## src/rtl/pbf_pkg.sv

```systemverilog
// ----------------------------------------------------------------------------
// pbf_pkg
// Types and constants shared by the protobuf wire-format field parser.
// ----------------------------------------------------------------------------
`default_nettype none

package pbf_pkg;

   localparam int DEFAULT_MAX_BUFFER = 65536;

   // a varint carries at most ten 7-bit groups
   localparam int VARINT_GROUPS = 10;

   localparam logic [2:0] WIRE_VARINT = 3'd0;
   localparam logic [2:0] WIRE_I64    = 3'd1;
   localparam logic [2:0] WIRE_LEN    = 3'd2;
   localparam logic [2:0] WIRE_I32    = 3'd5;

   localparam logic [15:0] I32_BYTES = 16'd4;
   localparam logic [15:0] I64_BYTES = 16'd8;

   typedef enum logic [1:0] {
      STATUS_OK    = 2'd0,
      STATUS_TRUNC = 2'd1,
      STATUS_LONG  = 2'd2,
      STATUS_WIRE  = 2'd3
   } status_type;

   typedef enum logic [1:0] {
      PHASE_TAG    = 2'd0,
      PHASE_VALUE  = 2'd1,
      PHASE_LENGTH = 2'd2,
      PHASE_SKIP   = 2'd3
   } phase_type;

   typedef struct packed {
      logic [7:0] data_byte;
      logic       last_byte;
   } req_payload_type;

   typedef struct packed {
      status_type  status;
      logic [31:0] field_number;
      logic [2:0]  wire_type;
      logic [63:0] varint_value;
      logic [15:0] payload_offset;
      logic [15:0] payload_length;
      logic        ends_buffer;
   } rsp_payload_type;

endpackage

`default_nettype wire

```

## src/rtl/pbf_stream_if.sv

```systemverilog
// ----------------------------------------------------------------------------
// pbf_stream_if
// Valid/ready stream channel carrying one payload beat per handshake.
// ----------------------------------------------------------------------------
`default_nettype none

interface pbf_stream_if #(
   parameter type payload_type = logic
);
   logic        valid;
   logic        ready;
   payload_type payload;

   modport source (output valid, output payload, input ready);
   modport sink   (input valid, input payload, output ready);
endinterface

`default_nettype wire

```

## src/rtl/protobuf_field_parser_core.sv

```systemverilog
// ----------------------------------------------------------------------------
// protobuf_field_parser_core
// Streaming protobuf wire-format decoder, one buffer byte per beat.
// ----------------------------------------------------------------------------
// req_chan carries one buffer byte per beat plus a last_byte flag on the final
// byte. rsp_chan returns one beat per completed field (field number, wire
// type, varint value, payload offset and length) or per error (truncated,
// varint too long, unsupported wire type). After an error the remaining bytes
// of the buffer are consumed silently; the last byte always returns the parser
// to its reset state.
// Throughput: one byte per cycle, sustained while rsp_chan takes results. The
// byte goes into an input register, the decode state is updated from it, and
// any result lands in the output register, from which it is offered on
// rsp_chan.
// When rsp_chan stalls, bytes that produce no result keep flowing; a byte that
// produces a result waits in the input register, with req_chan.ready low,
// until the output register frees.
// Reset (synchronous, active high) empties both registers and puts the parser
// at the start of a buffer.
// ----------------------------------------------------------------------------
`default_nettype none

module protobuf_field_parser_core import pbf_pkg::*; #(
   parameter int MAX_BUFFER = DEFAULT_MAX_BUFFER
) (
   input  wire logic    clock,
   input  wire logic    reset,
   pbf_stream_if.sink   req_chan,
   pbf_stream_if.source rsp_chan
);

   logic            res_valid;
   logic            res_ready;
   rsp_payload_type res_beat;

   pbf_decode #(
      .MAX_BUFFER (MAX_BUFFER)
   ) u_decode (
      .clock     (clock),
      .reset     (reset),
      .req_chan  (req_chan),
      .res_valid (res_valid),
      .res_beat  (res_beat),
      .res_ready (res_ready)
   );

   pbf_out_reg u_out_reg (
      .clock    (clock),
      .reset    (reset),
      .in_valid (res_valid),
      .in_beat  (res_beat),
      .in_ready (res_ready),
      .rsp_chan (rsp_chan)
   );

endmodule

`default_nettype wire

```

## src/rtl/pbf_decode.sv

```systemverilog
// ----------------------------------------------------------------------------
// pbf_decode
// Input beat register and field decode state; one byte retired per cycle unless a result waits for the output register.
// ----------------------------------------------------------------------------
`default_nettype none

module pbf_decode import pbf_pkg::*; #(
   parameter int MAX_BUFFER = DEFAULT_MAX_BUFFER
) (
   input  wire logic       clock,
   input  wire logic       reset,
   pbf_stream_if.sink      req_chan,
   output logic            res_valid,
   output rsp_payload_type res_beat,
   input  wire logic       res_ready
);

   localparam logic [16:0] MaxBuf = 17'(MAX_BUFFER);

   logic            s1_valid_ff;
   req_payload_type s1_beat_ff;
   logic            s1_fire;

   phase_type   phase_ff, phase_upd, phase_in;
   logic [63:0] acc_ff, acc_upd, acc_in;
   logic [3:0]  gcount_ff, gcount_upd, gcount_in;
   logic [31:0] held_field_ff, held_field_upd, held_field_in;
   logic [2:0]  held_wire_ff, held_wire_upd, held_wire_in;
   logic [15:0] pos_ff, pos_in;
   logic [15:0] vstart_ff, vstart_upd, vstart_in;
   logic [15:0] remain_ff, remain_upd, remain_in;
   logic        err_ff, err_upd, err_in;

   logic [7:0]  byte_c;
   logic        last_c;
   logic [15:0] pos_next;
   logic [63:0] acc_lane;
   logic [63:0] acc_new;
   logic        v_done, v_long;
   logic [16:0] after_len;
   logic [16:0] avail;
   logic        len_big;
   logic        emit_c;
   status_type  status_c;

   assign byte_c   = s1_beat_ff.data_byte;
   assign last_c   = s1_beat_ff.last_byte;
   assign pos_next = pos_ff + 16'd1;

   // place the 7-bit group at its lane; the tenth group keeps only bit 0
   always_comb begin
      acc_lane = '0;
      for (int g = 0; g < VARINT_GROUPS - 1; g++) begin
         if (gcount_ff == 4'(g)) acc_lane[7*g +: 7] = byte_c[6:0];
      end
      if (gcount_ff == 4'(VARINT_GROUPS - 1)) acc_lane[63] = byte_c[0];
   end

   assign acc_new = acc_ff | acc_lane;
   assign v_done  = !byte_c[7];
   assign v_long  = byte_c[7] && (gcount_ff >= 4'(VARINT_GROUPS - 1));

   assign after_len = {1'b0, pos_ff} + 17'd1;
   assign avail     = (MaxBuf > after_len) ? (MaxBuf - after_len) : '0;
   assign len_big   = (|acc_new[63:17]) || (acc_new[16:0] > avail);

   // next state
   always_comb begin
      phase_upd      = phase_ff;
      acc_upd        = acc_ff;
      gcount_upd     = gcount_ff;
      held_field_upd = held_field_ff;
      held_wire_upd  = held_wire_ff;
      vstart_upd     = vstart_ff;
      remain_upd     = remain_ff;
      err_upd        = err_ff;
      emit_c         = 1'b0;
      status_c       = STATUS_OK;

      if (!err_ff) begin
         unique case (phase_ff)
            PHASE_TAG: begin
               if (v_long) begin
                  emit_c   = 1'b1;
                  status_c = STATUS_LONG;
                  err_upd  = 1'b1;
               end else if (v_done) begin
                  held_field_upd = acc_new[34:3];
                  held_wire_upd  = acc_new[2:0];
                  acc_upd        = '0;
                  gcount_upd     = '0;
                  vstart_upd     = pos_next;
                  priority if (acc_new[2:0] == WIRE_VARINT) begin
                     phase_upd = PHASE_VALUE;
                  end else if (acc_new[2:0] == WIRE_LEN) begin
                     phase_upd = PHASE_LENGTH;
                  end else if (acc_new[2:0] == WIRE_I32) begin
                     remain_upd = I32_BYTES;
                     phase_upd  = PHASE_SKIP;
                  end else if (acc_new[2:0] == WIRE_I64) begin
                     remain_upd = I64_BYTES;
                     phase_upd  = PHASE_SKIP;
                  end else begin
                     emit_c   = 1'b1;
                     status_c = STATUS_WIRE;
                     err_upd  = 1'b1;
                  end
               end else begin
                  acc_upd    = acc_new;
                  gcount_upd = gcount_ff + 4'd1;
                  if (gcount_ff == '0) begin
                     held_field_upd = '0;
                     held_wire_upd  = '0;
                  end
               end
            end
            PHASE_VALUE: begin
               if (v_long) begin
                  emit_c   = 1'b1;
                  status_c = STATUS_LONG;
                  err_upd  = 1'b1;
               end else if (v_done) begin
                  emit_c     = 1'b1;
                  acc_upd    = '0;
                  gcount_upd = '0;
                  phase_upd  = PHASE_TAG;
               end else begin
                  acc_upd    = acc_new;
                  gcount_upd = gcount_ff + 4'd1;
               end
            end
            PHASE_LENGTH: begin
               if (v_long) begin
                  emit_c   = 1'b1;
                  status_c = STATUS_LONG;
                  err_upd  = 1'b1;
               end else if (v_done) begin
                  acc_upd    = '0;
                  gcount_upd = '0;
                  vstart_upd = pos_next;
                  if (len_big) begin
                     emit_c   = 1'b1;
                     status_c = STATUS_TRUNC;
                     err_upd  = 1'b1;
                  end else if (acc_new == '0) begin
                     emit_c    = 1'b1;
                     phase_upd = PHASE_TAG;
                  end else begin
                     remain_upd = acc_new[15:0];
                     phase_upd  = PHASE_SKIP;
                  end
               end else begin
                  acc_upd    = acc_new;
                  gcount_upd = gcount_ff + 4'd1;
               end
            end
            PHASE_SKIP: begin
               remain_upd = (remain_ff == '0) ? '0 : remain_ff - 16'd1;
               if (remain_ff <= 16'd1) begin
                  emit_c    = 1'b1;
                  phase_upd = PHASE_TAG;
               end
            end
            default: begin
               phase_upd = PHASE_TAG;
            end
         endcase

         // buffer ends inside a field
         if (last_c && !emit_c && (phase_upd != PHASE_TAG || gcount_upd != '0)) begin
            emit_c   = 1'b1;
            status_c = STATUS_TRUNC;
         end
      end

      if (last_c) begin
         phase_in      = PHASE_TAG;
         acc_in        = '0;
         gcount_in     = '0;
         held_field_in = '0;
         held_wire_in  = '0;
         pos_in        = '0;
         vstart_in     = '0;
         remain_in     = '0;
         err_in        = 1'b0;
      end else begin
         phase_in      = phase_upd;
         acc_in        = acc_upd;
         gcount_in     = gcount_upd;
         held_field_in = held_field_upd;
         held_wire_in  = held_wire_upd;
         pos_in        = pos_next;
         vstart_in     = vstart_upd;
         remain_in     = remain_upd;
         err_in        = err_upd;
      end
   end

   // result beat
   always_comb begin
      res_beat                = '0;
      res_beat.status         = status_c;
      res_beat.field_number   = held_field_upd;
      res_beat.wire_type      = held_wire_upd;
      res_beat.ends_buffer    = last_c;
      if (status_c == STATUS_OK) begin
         unique case (phase_ff)
            PHASE_VALUE: begin
               res_beat.varint_value   = acc_new;
               res_beat.payload_offset = vstart_ff;
               res_beat.payload_length = pos_next - vstart_ff;
            end
            PHASE_LENGTH: begin
               res_beat.payload_offset = pos_next;
            end
            PHASE_SKIP: begin
               res_beat.payload_offset = vstart_ff;
               if (held_wire_ff == WIRE_LEN) begin
                  res_beat.payload_length = pos_next - vstart_ff;
               end else if (held_wire_ff == WIRE_I32) begin
                  res_beat.payload_length = I32_BYTES;
               end else begin
                  res_beat.payload_length = I64_BYTES;
               end
            end
            default: begin
               res_beat.payload_offset = '0;
            end
         endcase
      end
   end

   assign res_valid      = s1_valid_ff && emit_c;
   assign s1_fire        = s1_valid_ff && (!emit_c || res_ready);
   assign req_chan.ready = !s1_valid_ff || s1_fire;

   always_ff @(posedge clock) begin
      if (reset) begin
         s1_valid_ff <= 1'b0;
      end else if (req_chan.ready) begin
         s1_valid_ff <= req_chan.valid;
      end
      if (req_chan.valid && req_chan.ready) begin
         s1_beat_ff <= req_chan.payload;
      end
   end

   always_ff @(posedge clock) begin
      if (reset) begin
         phase_ff      <= PHASE_TAG;
         acc_ff        <= '0;
         gcount_ff     <= '0;
         held_field_ff <= '0;
         held_wire_ff  <= '0;
         pos_ff        <= '0;
         vstart_ff     <= '0;
         remain_ff     <= '0;
         err_ff        <= 1'b0;
      end else if (s1_fire) begin
         phase_ff      <= phase_in;
         acc_ff        <= acc_in;
         gcount_ff     <= gcount_in;
         held_field_ff <= held_field_in;
         held_wire_ff  <= held_wire_in;
         pos_ff        <= pos_in;
         vstart_ff     <= vstart_in;
         remain_ff     <= remain_in;
         err_ff        <= err_in;
      end
   end

   a_skip_has_bytes: assert property (@(posedge clock) disable iff (reset)
      phase_ff == PHASE_SKIP |-> remain_ff != '0)
      else $error("skip phase with no bytes left");

   a_group_bound: assert property (@(posedge clock) disable iff (reset)
      gcount_ff < 4'(VARINT_GROUPS))
      else $error("varint group count out of range");

   a_error_latches: assert property (@(posedge clock) disable iff (reset)
      s1_fire && emit_c && status_c != STATUS_OK && !last_c |=> err_ff)
      else $error("error result did not enter skip-to-end");

   a_no_result_while_skipping: assert property (@(posedge clock) disable iff (reset)
      s1_valid_ff && err_ff |-> !res_valid)
      else $error("result produced after error");

endmodule

`default_nettype wire

```

## src/rtl/pbf_out_reg.sv

```systemverilog
// ----------------------------------------------------------------------------
// pbf_out_reg
// Result register between the decoder and the response channel.
// ----------------------------------------------------------------------------
`default_nettype none

module pbf_out_reg import pbf_pkg::*; (
   input  wire logic             clock,
   input  wire logic             reset,
   input  wire logic             in_valid,
   input  wire rsp_payload_type  in_beat,
   output logic                  in_ready,
   pbf_stream_if.source          rsp_chan
);

   logic            valid_ff;
   rsp_payload_type beat_ff;

   assign in_ready         = !valid_ff || rsp_chan.ready;
   assign rsp_chan.valid   = valid_ff;
   assign rsp_chan.payload = beat_ff;

   always_ff @(posedge clock) begin
      if (reset) begin
         valid_ff <= 1'b0;
      end else if (in_ready) begin
         valid_ff <= in_valid;
      end
      if (in_valid && in_ready) begin
         beat_ff <= in_beat;
      end
   end

endmodule

`default_nettype wire

```

## src/flat_wrapper.sv

```systemverilog
// flat-port wrapper written by rule: the top's interface ports become plain ports
module protobuf_field_parser_core_flat import pbf_pkg::*;
#(
   parameter int MAX_BUFFER = DEFAULT_MAX_BUFFER
)
  (clock, reset, req_chan_valid, req_chan_payload, req_chan_ready, rsp_chan_valid, rsp_chan_payload, rsp_chan_ready);
  pbf_stream_if #(.payload_type(req_payload_type)) req_chan_i ();
  pbf_stream_if #(.payload_type(rsp_payload_type)) rsp_chan_i ();
  input  wire logic clock;
  input  wire logic reset;
  input wire logic [$bits(req_chan_i.valid)-1:0] req_chan_valid;
  input wire logic [$bits(req_chan_i.payload)-1:0] req_chan_payload;
  output wire logic [$bits(req_chan_i.ready)-1:0] req_chan_ready;
  output wire logic [$bits(rsp_chan_i.valid)-1:0] rsp_chan_valid;
  output wire logic [$bits(rsp_chan_i.payload)-1:0] rsp_chan_payload;
  input wire logic [$bits(rsp_chan_i.ready)-1:0] rsp_chan_ready;
  assign req_chan_i.valid = req_chan_valid;
  assign req_chan_i.payload = req_chan_payload;
  assign req_chan_ready = req_chan_i.ready;
  assign rsp_chan_valid = rsp_chan_i.valid;
  assign rsp_chan_payload = rsp_chan_i.payload;
  assign rsp_chan_i.ready = rsp_chan_ready;
  protobuf_field_parser_core #(.MAX_BUFFER(MAX_BUFFER)) u_core (.clock(clock), .reset(reset), .req_chan(req_chan_i), .rsp_chan(rsp_chan_i));
endmodule
```

## config.mk

```make
export PLATFORM = sky130hd
export DESIGN_NAME = protobuf_field_parser_core_flat
export DESIGN_NICKNAME = d
export VERILOG_FILES = /design/src/rtl/pbf_pkg.sv /design/src/rtl/pbf_stream_if.sv /design/src/rtl/protobuf_field_parser_core.sv /design/src/rtl/pbf_decode.sv /design/src/rtl/pbf_out_reg.sv /design/src/flat_wrapper.sv
export SDC_FILE = /design/constraint.sdc
export NUM_CORES = 1
export LEC_CHECK = 0
export ABC_AREA = 1
export BUFFER_PORTS_ARGS = -buffer_cell sky130_fd_sc_hd__buf_2
export CORE_MARGIN = 2
export CORE_UTILIZATION = 55
export CTS_BUF_LIST = sky130_fd_sc_hd__clkbuf_8 sky130_fd_sc_hd__clkbuf_16
export CTS_CLUSTER_DIAMETER = 100
export DETAILED_ROUTE_END_ITERATION = 10
export GPL_TIMING_DRIVEN = 0
export PLACE_DENSITY = 0.74
export SLEW_MARGIN = 20
export SYNTH_ARGS = -nofsm -noshare
export SYNTH_HDL_FRONTEND = slang
export SYNTH_SLANG_ARGS = --single-unit
```

## constraint.sdc

```tcl
create_clock -name clock -period 19.83 [get_ports clock]
set_input_delay 1.983 -clock clock [delete_from_list [all_inputs] [get_ports clock]]
set_output_delay 1.983 -clock clock [all_outputs]
set_load 0.02 [all_outputs]
```

* Yosys cells after proc, flatten, opt, wreduce, memory -nomap -nowiden
Cells that the tools add are included.
W data, S select, Z words.
** Cells by class
- Add/subtract/negate cells :: 6
- $lt $le $gt $ge :: 4
- Equal/unequal tests :: 29
- Mux-type cells :: 112
- Bitwise logic cells :: 1
- Reductions and logical operators :: 36
** Operators with widths (count)
- $mux W16 :: 20
- $mux W64 :: 5
- $mux W32 :: 6
- $logic_not A64 Y1 :: 1
- $or A64 B64 Y64 :: 1
- $pmux W16 S2 :: 2
- $mux W7 :: 9
- $mux W2 :: 26
- $pmux W16 S3 :: 1
- $reduce_or A47 Y1 :: 1
- $mux W4 :: 7
- $mux W1 :: 25
- $ne A3 B3 Y1 const B :: 8
- $mux W3 :: 6
- $add A16 B1 Y17 const B :: 1
- $gt A17 B17 Y1 :: 1
- $gt A17 B17 Y1 const A :: 1
- $mux W17 :: 1
- $sub A17 B17 Y17 const A :: 1
- $add A16 B1 Y16 const B :: 1
- $eq A4 B3 Y1 const B :: 4
- $le A16 B1 Y1 const B :: 1
- $logic_not A16 Y1 :: 1
- $sub A16 B1 Y16 const B :: 1
- other kinds (31) :: 57
** Word-level totals
- Register bits after elaboration :: 299
- Bits of input ports :: 13
- Output and inout bits :: 136
- Word-level logic and storage cells :: 208

* Depth between registers and ports, before layout
- Word-level depth :: 22
- Mapped depth :: 52
- Mapped depth without buffers :: 50

* Modules after synthesis
Synthesis repeated with hierarchy kept, for this count alone.
** Unflattened totals
- Cells, all modules :: 2118
- Area, all modules :: 15955.3 um2
** By module, submodules not included
- pbf_decode :: instances 1, cells an instance 1978, area an instance 11883.9 um2, sequential area each 3373.2 um2
- pbf_out_reg :: instances 1, cells an instance 140, area an instance 4071.4 um2, sequential area each 4043.9 um2

* Worst setup path before layout
No wires, ideal clock.
- Path kind :: register -> register
- From :: register u_core.u_decode.pos_ff[0]
- To :: register u_core.u_out_reg.beat_ff (netlist bit u_core.u_out_reg.rsp_chan.payload[0]) (enable)
- Setup time :: 0.630 ns
- Arrival :: 10.028 ns
- Data required time :: 19.200 ns
- Path slack :: 9.172 ns
- Cell stages (with the launch flop) :: 46
- Buffers on the path :: 1
- Clock period less this slack :: 10.658 ns
- Path through :: dfxtp_1 ha_1 or2_2 nand2_1 inv_1 nor2_1 inv_1 nor2_1 inv_1 nor2_1 inv_1 nor2_1 inv_1 nor2_1 nand2_1 nor3_1 inv_1 nor3_1 [... 10 more ...] inv_1 nand2_1 nand2_1 nand2_1 nand3_1 nand2_1 nand2_1 nand2_1 nand3_1 nor2_2 nand2_1 nand4_1 nand2_1 nor2_1 nand2_1 nand2_1 nand3_1 nor2_1
** On the way
- Cells in the longest elaborated chain, start to end :: 17
- Elaborated cells on any way between the ends :: 25
- Those cells by class :: 2 x add/sub; 2 x order compare; 13 x mux; 8 x reduce/logical
** Ends and longest elaborated chain
- from (decl) :: RTL line pbf_decode.sv:29 : logic [15:0] pos_ff, pos_in;
- from (signal assigned) :: RTL line pbf_decode.sv:265 : pos_ff <= pos_in;
- $add A16 B1 Y17 (*) :: RTL line pbf_decode.sv:63 : assign after_len = {1'b0, pos_ff} + 17'd1;
- $sub A17 B17 Y17 / $gt A17 B17 Y1 (equally long branches) :: RTL line pbf_decode.sv:64 : assign avail = (MaxBuf > after_len) ? (MaxBuf - after_len) : '0;
- $mux W17 (*) :: RTL line pbf_decode.sv:64
- $gt A17 B17 Y1 (*) :: RTL line pbf_decode.sv:65 : assign len_big = (|acc_new[63:17]) || (acc_new[16:0] > avail);
- $logic_or A1 B1 Y1 (*) :: RTL line pbf_decode.sv:65
- $mux W2 / $mux W1 (equally long branches) :: RTL line pbf_decode.sv:141 : if (len_big) begin
- $mux W2 / $mux W1 (equally long branches) :: RTL line pbf_decode.sv:137 : end else if (v_done) begin
- $mux W2 / $mux W1 (equally long branches) :: RTL line pbf_decode.sv:133 : if (v_long) begin
- $pmux W2 S4 / $pmux W1 S4 (equally long branches) :: RTL line pbf_decode.sv:81 : unique case (phase_ff)
- $mux W2 / $mux W1 (equally long branches) :: RTL line pbf_decode.sv:80 : if (!err_ff) begin
- $reduce_bool A2 Y1 / $logic_not A1 Y1 (equally long branches) :: RTL line pbf_decode.sv:170 : if (last_c && !emit_c && (phase_upd != PHASE_TAG || gcount_upd != '0)) begin
- $logic_or A1 B1 Y1 / $logic_and A1 B1 Y1 (equally long branches) :: RTL line pbf_decode.sv:170
- $logic_and A1 B1 Y1 :: RTL line pbf_decode.sv:170
- $mux W1 (*) :: RTL line pbf_decode.sv:170
- $mux W1 (*) :: RTL line pbf_decode.sv:80
- $logic_and A1 B1 Y1 (*) :: RTL line pbf_decode.sv:233 : assign res_valid = s1_valid_ff && emit_c;
- $logic_and A1 B1 Y1 (*) :: RTL line pbf_out_reg.sv:29 : if (in_valid && in_ready) begin
- to (signal assigned) :: RTL line pbf_out_reg.sv:30 : beat_ff <= in_beat;
- to (decl) :: RTL line pbf_out_reg.sv:17 : rsp_payload_type beat_ff;
Every way passes the cells marked *; elsewhere a longest branch is shown, timed or not. The select of a mux whose other input is x is not followed.
A chain may end at the register's enable or synchronous reset.

* Worst setup path after layout
- From :: register u_core.u_decode.pos_ff[0]
- To :: output req_chan_ready
** On the way
- Cells in the longest elaborated chain, start to end :: 19
- Elaborated cells on any way between the ends :: 27
- Those cells by class :: 2 x add/sub; 2 x order compare; 13 x mux; 10 x reduce/logical
** Ends and longest elaborated chain
- $add A16 B1 Y17 (*) :: RTL line pbf_decode.sv:63
- $sub A17 B17 Y17 / $gt A17 B17 Y1 (equally long branches) :: RTL line pbf_decode.sv:64
- $mux W17 (*) :: RTL line pbf_decode.sv:64
- $gt A17 B17 Y1 (*) :: RTL line pbf_decode.sv:65
- $logic_or A1 B1 Y1 (*) :: RTL line pbf_decode.sv:65
- $mux W2 / $mux W1 (equally long branches) :: RTL line pbf_decode.sv:141
- $mux W2 / $mux W1 (equally long branches) :: RTL line pbf_decode.sv:137
- $mux W2 / $mux W1 (equally long branches) :: RTL line pbf_decode.sv:133
- [... 3 more ...]
- $logic_or A1 B1 Y1 / $logic_and A1 B1 Y1 (equally long branches) :: RTL line pbf_decode.sv:170
- $logic_and A1 B1 Y1 :: RTL line pbf_decode.sv:170
- $mux W1 (*) :: RTL line pbf_decode.sv:170
- $mux W1 (*) :: RTL line pbf_decode.sv:80
- $logic_not A1 Y1 (*) :: RTL line pbf_decode.sv:234 : assign s1_fire = s1_valid_ff && (!emit_c || res_ready);
- $logic_or A1 B1 Y1 (*) :: RTL line pbf_decode.sv:234
- $logic_and A1 B1 Y1 (*) :: RTL line pbf_decode.sv:234
- $logic_or A1 B1 Y1 (*) :: RTL line pbf_decode.sv:235 : assign req_chan.ready = !s1_valid_ff || s1_fire;
- to (decl) :: RTL line flat_wrapper.sv:13 : output wire logic [$bits(req_chan_i.ready)-1:0] req_chan_ready;
Marked as above.

==> results by stage <==
Worst setup path:
- The nature of the critical path startpoint is a register.
- The delay of the slowest critical-path stage is 0.67 ns.
- The data required time of the critical path is 17.85 ns.
- The type of the worst setup path is register to primary output.
- The largest fanout of any net on the critical path is 10.
- The arrival time of the worst setup path is 6.62 ns.
- For this design, the slowest cell found on the critical path is sky130_fd_sc_hd__xor2_1.
- Counting stages on the worst path, the most repeated cell is sky130_fd_sc_hd__nand2_1.
- The kind of end point of the critical path is a primary output.

Placement:
- The detailed-placement wirelength estimate is approximately 32000 um.
- During placement, the flow inserted port buffers numbering 147.
- The congestion estimate from routability-driven global placement came to just under 1.

Clock tree:
- At the later pin of the worst-skew pair, clock insertion delay measures ~0.56 ns.
- The cell chosen for the clock root is sky130_fd_sc_hd__clkbuf_16.
- Clock-pin slew was measured on the worst setup and hold paths at 0.07 ns.
- The TritonCTS clock tree is yes.
- In this run, CTS created clock tree buffers numbering 31.
- After clock tree synthesis, the repair step resized 0 gates.
- The number of levels the H-tree was split into is 1.
- Clock tree synthesis found a total of 299 sinks.
- The post-CTS setup repair buffer count is 0.
- After clock tree synthesis, the flow added hold-fix buffers numbering 0.
- No sink is reached through more buffers than the 3 on the longest clock path.

Timing:
- For the final routed database, the setup TNS stands at 0 ns.
- In the finished design, the share of the clock period the worst path needs comes to 43.4%.
- Setup repair after global routing left no endpoint under its margin.
- The tightest hold margin is 0.461 ns.
- The transition time at the pin with the least slew margin is 0.947 ns.
- After layout, the minimum clock period comes to 8.60 ns.
- The number of hold violations in the final report is 0.
- The number of slew-limit violations in the final report is 0.
- Derived from the worst setup path, the maximum achievable clock frequency is 116 MHz.
- The worst pin sits at a relative slew slack of around 37%.
- The post-route clock skew is 0.0165 ns.
- The count of final setup violators is 0.

Drt:
- Wires add up to 43400 um.
- After detailed routing, the number of vias per cell comes to between 5 and 6.
- Across all layers, the routed design uses 14200 vias.
- The initial DRC count is 1314.
- The iteration count of the initial detailed-routing pass is 5.
- In the routed design, unresolved DRC markers number 0.
- The average detailed-routed wire length per instance is about 17 um.
- The detail route stage leaves a number of antenna-violating nets equal to 0.

Layout:
- The final-layout fill cell count is about 2500.
- The share of the core filled with cells is 64.3%.
- In the final layout, the share of cells above drive strength 1 is ~13%.
- The final layout net count is 2260.
- The antenna diode count is 0.
- The multi-input combinational cells in the finished layout cover a total of 6510 um2.
- From synthesis to final layout, the design area changed by 15.1%.
- The sequential cells in the finished layout cover a total of 7420 um2.

Synthesis:
- The async set-reset flop share out of synthesis is 0%.
- The number of nets in the synthesized netlist is about 2100.
- The number of instances in the synthesized netlist is 2017.
- Among all flip-flop cells after synthesis, the most frequent one is sky130_fd_sc_hd__dfxtp_1.
- The dominant cell type by area after synthesis is sky130_fd_sc_hd__edfxtp_1.
- The post-synth design cell area is 15500 um2.
- The fraction of synthesized cell area taken by the top area cell type is 27.8%.
- The average size of a mapped cell is between 7 and 8 um2.
- Yosys printed 0 warnings.
- Sorting the synthesized cells by area gives the leading types as sky130_fd_sc_hd__edfxtp_1 28%, sky130_fd_sc_hd__dfxtp_1 20%, sky130_fd_sc_hd__nand2_1 9.6%.
- The share of the yosys chip area belonging to registers is 48.0%.
- Synthesis instantiated 53 different standard cells from the library.
- Yosys mapped a number of flops with a built-in enable equal to 143.
- The synthesized design contains 299 register bits.

Floorplan:
- After floorplanning, the core was sized to cover 27700 um2.
- After floorplanning, the core was divided into 61 placement rows.
- Measured along the x axis, the die boundary spans about 170 um.
- The die area is 29500 um2.
- The die height is 172 um.
- During I/O placement, the number of pins put on the boundary was 149.
- The initial cell density of the core is 55.8%.

Run:
- The number of maximum-capacitance violations is 0.

Power and ir drop:
- The maximum VDD drop is between 0.07 and 0.08 mV.
- The total power per unit cell area is 91.8 nW/um2.
- The static leakage power is ~8 nW.

GRT:
- For this run the aggregate overflow at the end of global routing stands at 0.
- The maximum number of pins on one net before global-route repair is 32.
- The number of global-route vias before repair came to between 10000 and 15000.
- For this run, the total global-route usage over all layers was measured as between 20% and 30%.
- The initial antenna violation count is 0.
- The global-route wire length before repair is 67600 um.

Min path:
- In this run the worst hold path is classified as register to register.

Run status:
- The run finished with clean final reports.
[area by class of cell]
| cell class | count | share of cell area [%] |
|---|---|---|
| clock inverters | 23 | 1.17 |
| inverters | 290 | 6.11 |
| flip-flops and latches | 299 | 41.7 |
| clock buffers | 34 | 4.65 |
| well taps | 378 | 2.66 |
| plain buffers | 98 | 2.59 |
| repair buffers | 151 | 4.58 |
| multi-input cells | 1330 | 36.6 |
[cell usage after synthesis, types with 4 or more instances]
library cell	count
sky130_fd_sc_hd__nand2_1	394
sky130_fd_sc_hd__nor2_1	350
sky130_fd_sc_hd__inv_1	276
sky130_fd_sc_hd__dfxtp_1	156
sky130_fd_sc_hd__edfxtp_1	143
sky130_fd_sc_hd__a21oi_1	140
sky130_fd_sc_hd__o21ai_0	90
sky130_fd_sc_hd__nand3_1	76
sky130_fd_sc_hd__o22ai_1	57
sky130_fd_sc_hd__clkbuf_1	46
sky130_fd_sc_hd__ha_1	45
sky130_fd_sc_hd__buf_2	39
sky130_fd_sc_hd__nand4_1	39
sky130_fd_sc_hd__o21ai_1	22
sky130_fd_sc_hd__xor2_1	21
sky130_fd_sc_hd__nor3_1	20
sky130_fd_sc_hd__o21bai_1	16
sky130_fd_sc_hd__inv_2	12
sky130_fd_sc_hd__buf_4	6
sky130_fd_sc_hd__nor4_1	6
sky130_fd_sc_hd__a22oi_1	5
sky130_fd_sc_hd__a211oi_1	4
sky130_fd_sc_hd__buf_1	4
sky130_fd_sc_hd__nand2_2	4
[flip-flops by register name, summed over array words and instances, names as in the netlist]
name / count
u_core.u_out_reg.rsp_chan.payload: 134
u_core.u_decode.acc_ff: 64
u_core.u_decode.held_field_ff: 32
u_core.u_decode.pos_ff: 16
u_core.u_decode.remain_ff: 16
u_core.u_decode.vstart_ff: 16
u_core.u_decode.byte_c: 8
u_core.u_decode.gcount_ff: 4
u_core.u_decode.held_wire_ff: 3
u_core.u_decode.phase_ff: 2
u_core.u_decode.err_ff: 1
u_core.u_decode.last_c: 1
u_core.u_decode.s1_valid_ff: 1
u_core.u_out_reg.rsp_chan.valid: 1
[logic make-up (layout without fill, tap and decap cells)]
group | Yosys count | in the layout | share of synthesized area [%]
AO/OA/AOI/OAI | 350 | 350 | 12.6
XOR/XNOR | 24 | 24 | 1.36
adder cells (fa/ha/maj) | 46 | 46 | 3.77
buffers and inverters | 388 | 596 | 10.0
flip-flops | 299 | 299 | 48.0
AND/OR/NAND/NOR | 910 | 910 | 24.3
[cell usage in the layout, fill, tap and decap left out, types with 3 or more instances in the layout]
| master | instances |
|---|---|
| sky130_fd_sc_hd__nand2_1 | 394 |
| sky130_fd_sc_hd__nor2_1 | 349 |
| sky130_fd_sc_hd__inv_1 | 280 |
| sky130_fd_sc_hd__buf_2 | 186 |
| sky130_fd_sc_hd__dfxtp_1 | 156 |
| sky130_fd_sc_hd__edfxtp_1 | 143 |
| sky130_fd_sc_hd__a21oi_1 | 140 |
| sky130_fd_sc_hd__o21ai_0 | 90 |
| sky130_fd_sc_hd__nand3_1 | 76 |
| sky130_fd_sc_hd__o22ai_1 | 57 |
| sky130_fd_sc_hd__clkbuf_1 | 46 |
| sky130_fd_sc_hd__ha_1 | 45 |
| sky130_fd_sc_hd__nand4_1 | 39 |
| sky130_fd_sc_hd__clkbuf_16 | 32 |
| sky130_fd_sc_hd__o21ai_1 | 22 |
| sky130_fd_sc_hd__xor2_1 | 21 |
| sky130_fd_sc_hd__nor3_1 | 20 |
| sky130_fd_sc_hd__o21bai_1 | 16 |
| sky130_fd_sc_hd__inv_2 | 12 |
| sky130_fd_sc_hd__clkinv_2 | 9 |
| sky130_fd_sc_hd__buf_4 | 6 |
| sky130_fd_sc_hd__nor4_1 | 6 |
| sky130_fd_sc_hd__a22oi_1 | 5 |
| sky130_fd_sc_hd__nand2_2 | 4 |
| sky130_fd_sc_hd__a211oi_1 | 4 |
| sky130_fd_sc_hd__buf_1 | 4 |
| sky130_fd_sc_hd__buf_12 | 4 |
| sky130_fd_sc_hd__nor2_2 | 3 |
| sky130_fd_sc_hd__nand3_2 | 3 |
| sky130_fd_sc_hd__xnor2_1 | 3 |
| sky130_fd_sc_hd__or2_2 | 3 |
| sky130_fd_sc_hd__nor3b_1 | 3 |
| sky130_fd_sc_hd__buf_6 | 3 |
| sky130_fd_sc_hd__clkinv_4 | 3 |
| sky130_fd_sc_hd__bufinv_16 | 3 |
[critical path: cells and delay by family, from the launching register on]
| family | cells | cell delay (ns) |
|---|---|---|
| buffers and inverters | 4 | 0.81 |
| and+or+nand+nor | 26 | 3.53 |
| xor gates and xnor gates | 1 | 0.67 |
| DFF | 1 | 0.55 |
| adders and majority gates | 2 | 0.50 |
[where the power goes]
part / leakage (nW) / internal [mW] / total (mW) / switching, mW
Combinational: 4.86 / 0.0991 / 0.337 / 0.238
Sequential: 2.63 / 0.691 / 0.707 / 0.0167
Clock: 0.529 / 0.341 / 0.590 / 0.249
Total: 8.02 / 1.13 / 1.63 / 0.504
[worst paths after layout]
check,start,endpoint,slack [ns],cells after the start
max,u_core.u_decode.pos_ff[0]$_SDFFE_PP0P_,req_chan_ready,11.23,33
min,u_core.u_decode.vstart_ff[3]$_SDFFE_PP0P_,u_core.u_decode.vstart_ff[3]$_SDFFE_PP0P_,0.46,2
max reg2reg,u_core.u_decode.pos_ff[0]$_SDFFE_PP0P_,u_core.u_out_reg.rsp_chan.payload[39]$_SDFFCE_PN0P_,12.56,35
min reg2reg,u_core.u_decode.vstart_ff[3]$_SDFFE_PP0P_,u_core.u_decode.vstart_ff[3]$_SDFFE_PP0P_,0.46,2
[metrics by stage]
| step | area (um2) | setup WS, ns | total power, mW | std cells |
|---|---|---|---|---|
| floorplan | 15500 | 9.17 | 0.955 | 2017 |
| global route | 17800 | 10.52 | 1.70 | 2603 |
| CTS | 17800 | 11.30 | 1.63 | 2603 |
| finish | 17800 | 11.23 | 1.63 | 2603 |
| global placement | 16700 | 6.07 | 1.04 | 2542 |
| detailed placement | 16800 | 11.98 | 1.05 | 2546 |
[routing by layer]
metal	vias up	track usage, %	wire length [um]	share of wire (%)
li1	6932	-	-	-
met1	6590	37.5	18100	42
met2	547	48.7	20300	47
met3	132	3.98	3020	6.9
met4	0	14.2	2070	4.8
met5	-	0	0	0
Power figures use the tool's default switching activity.
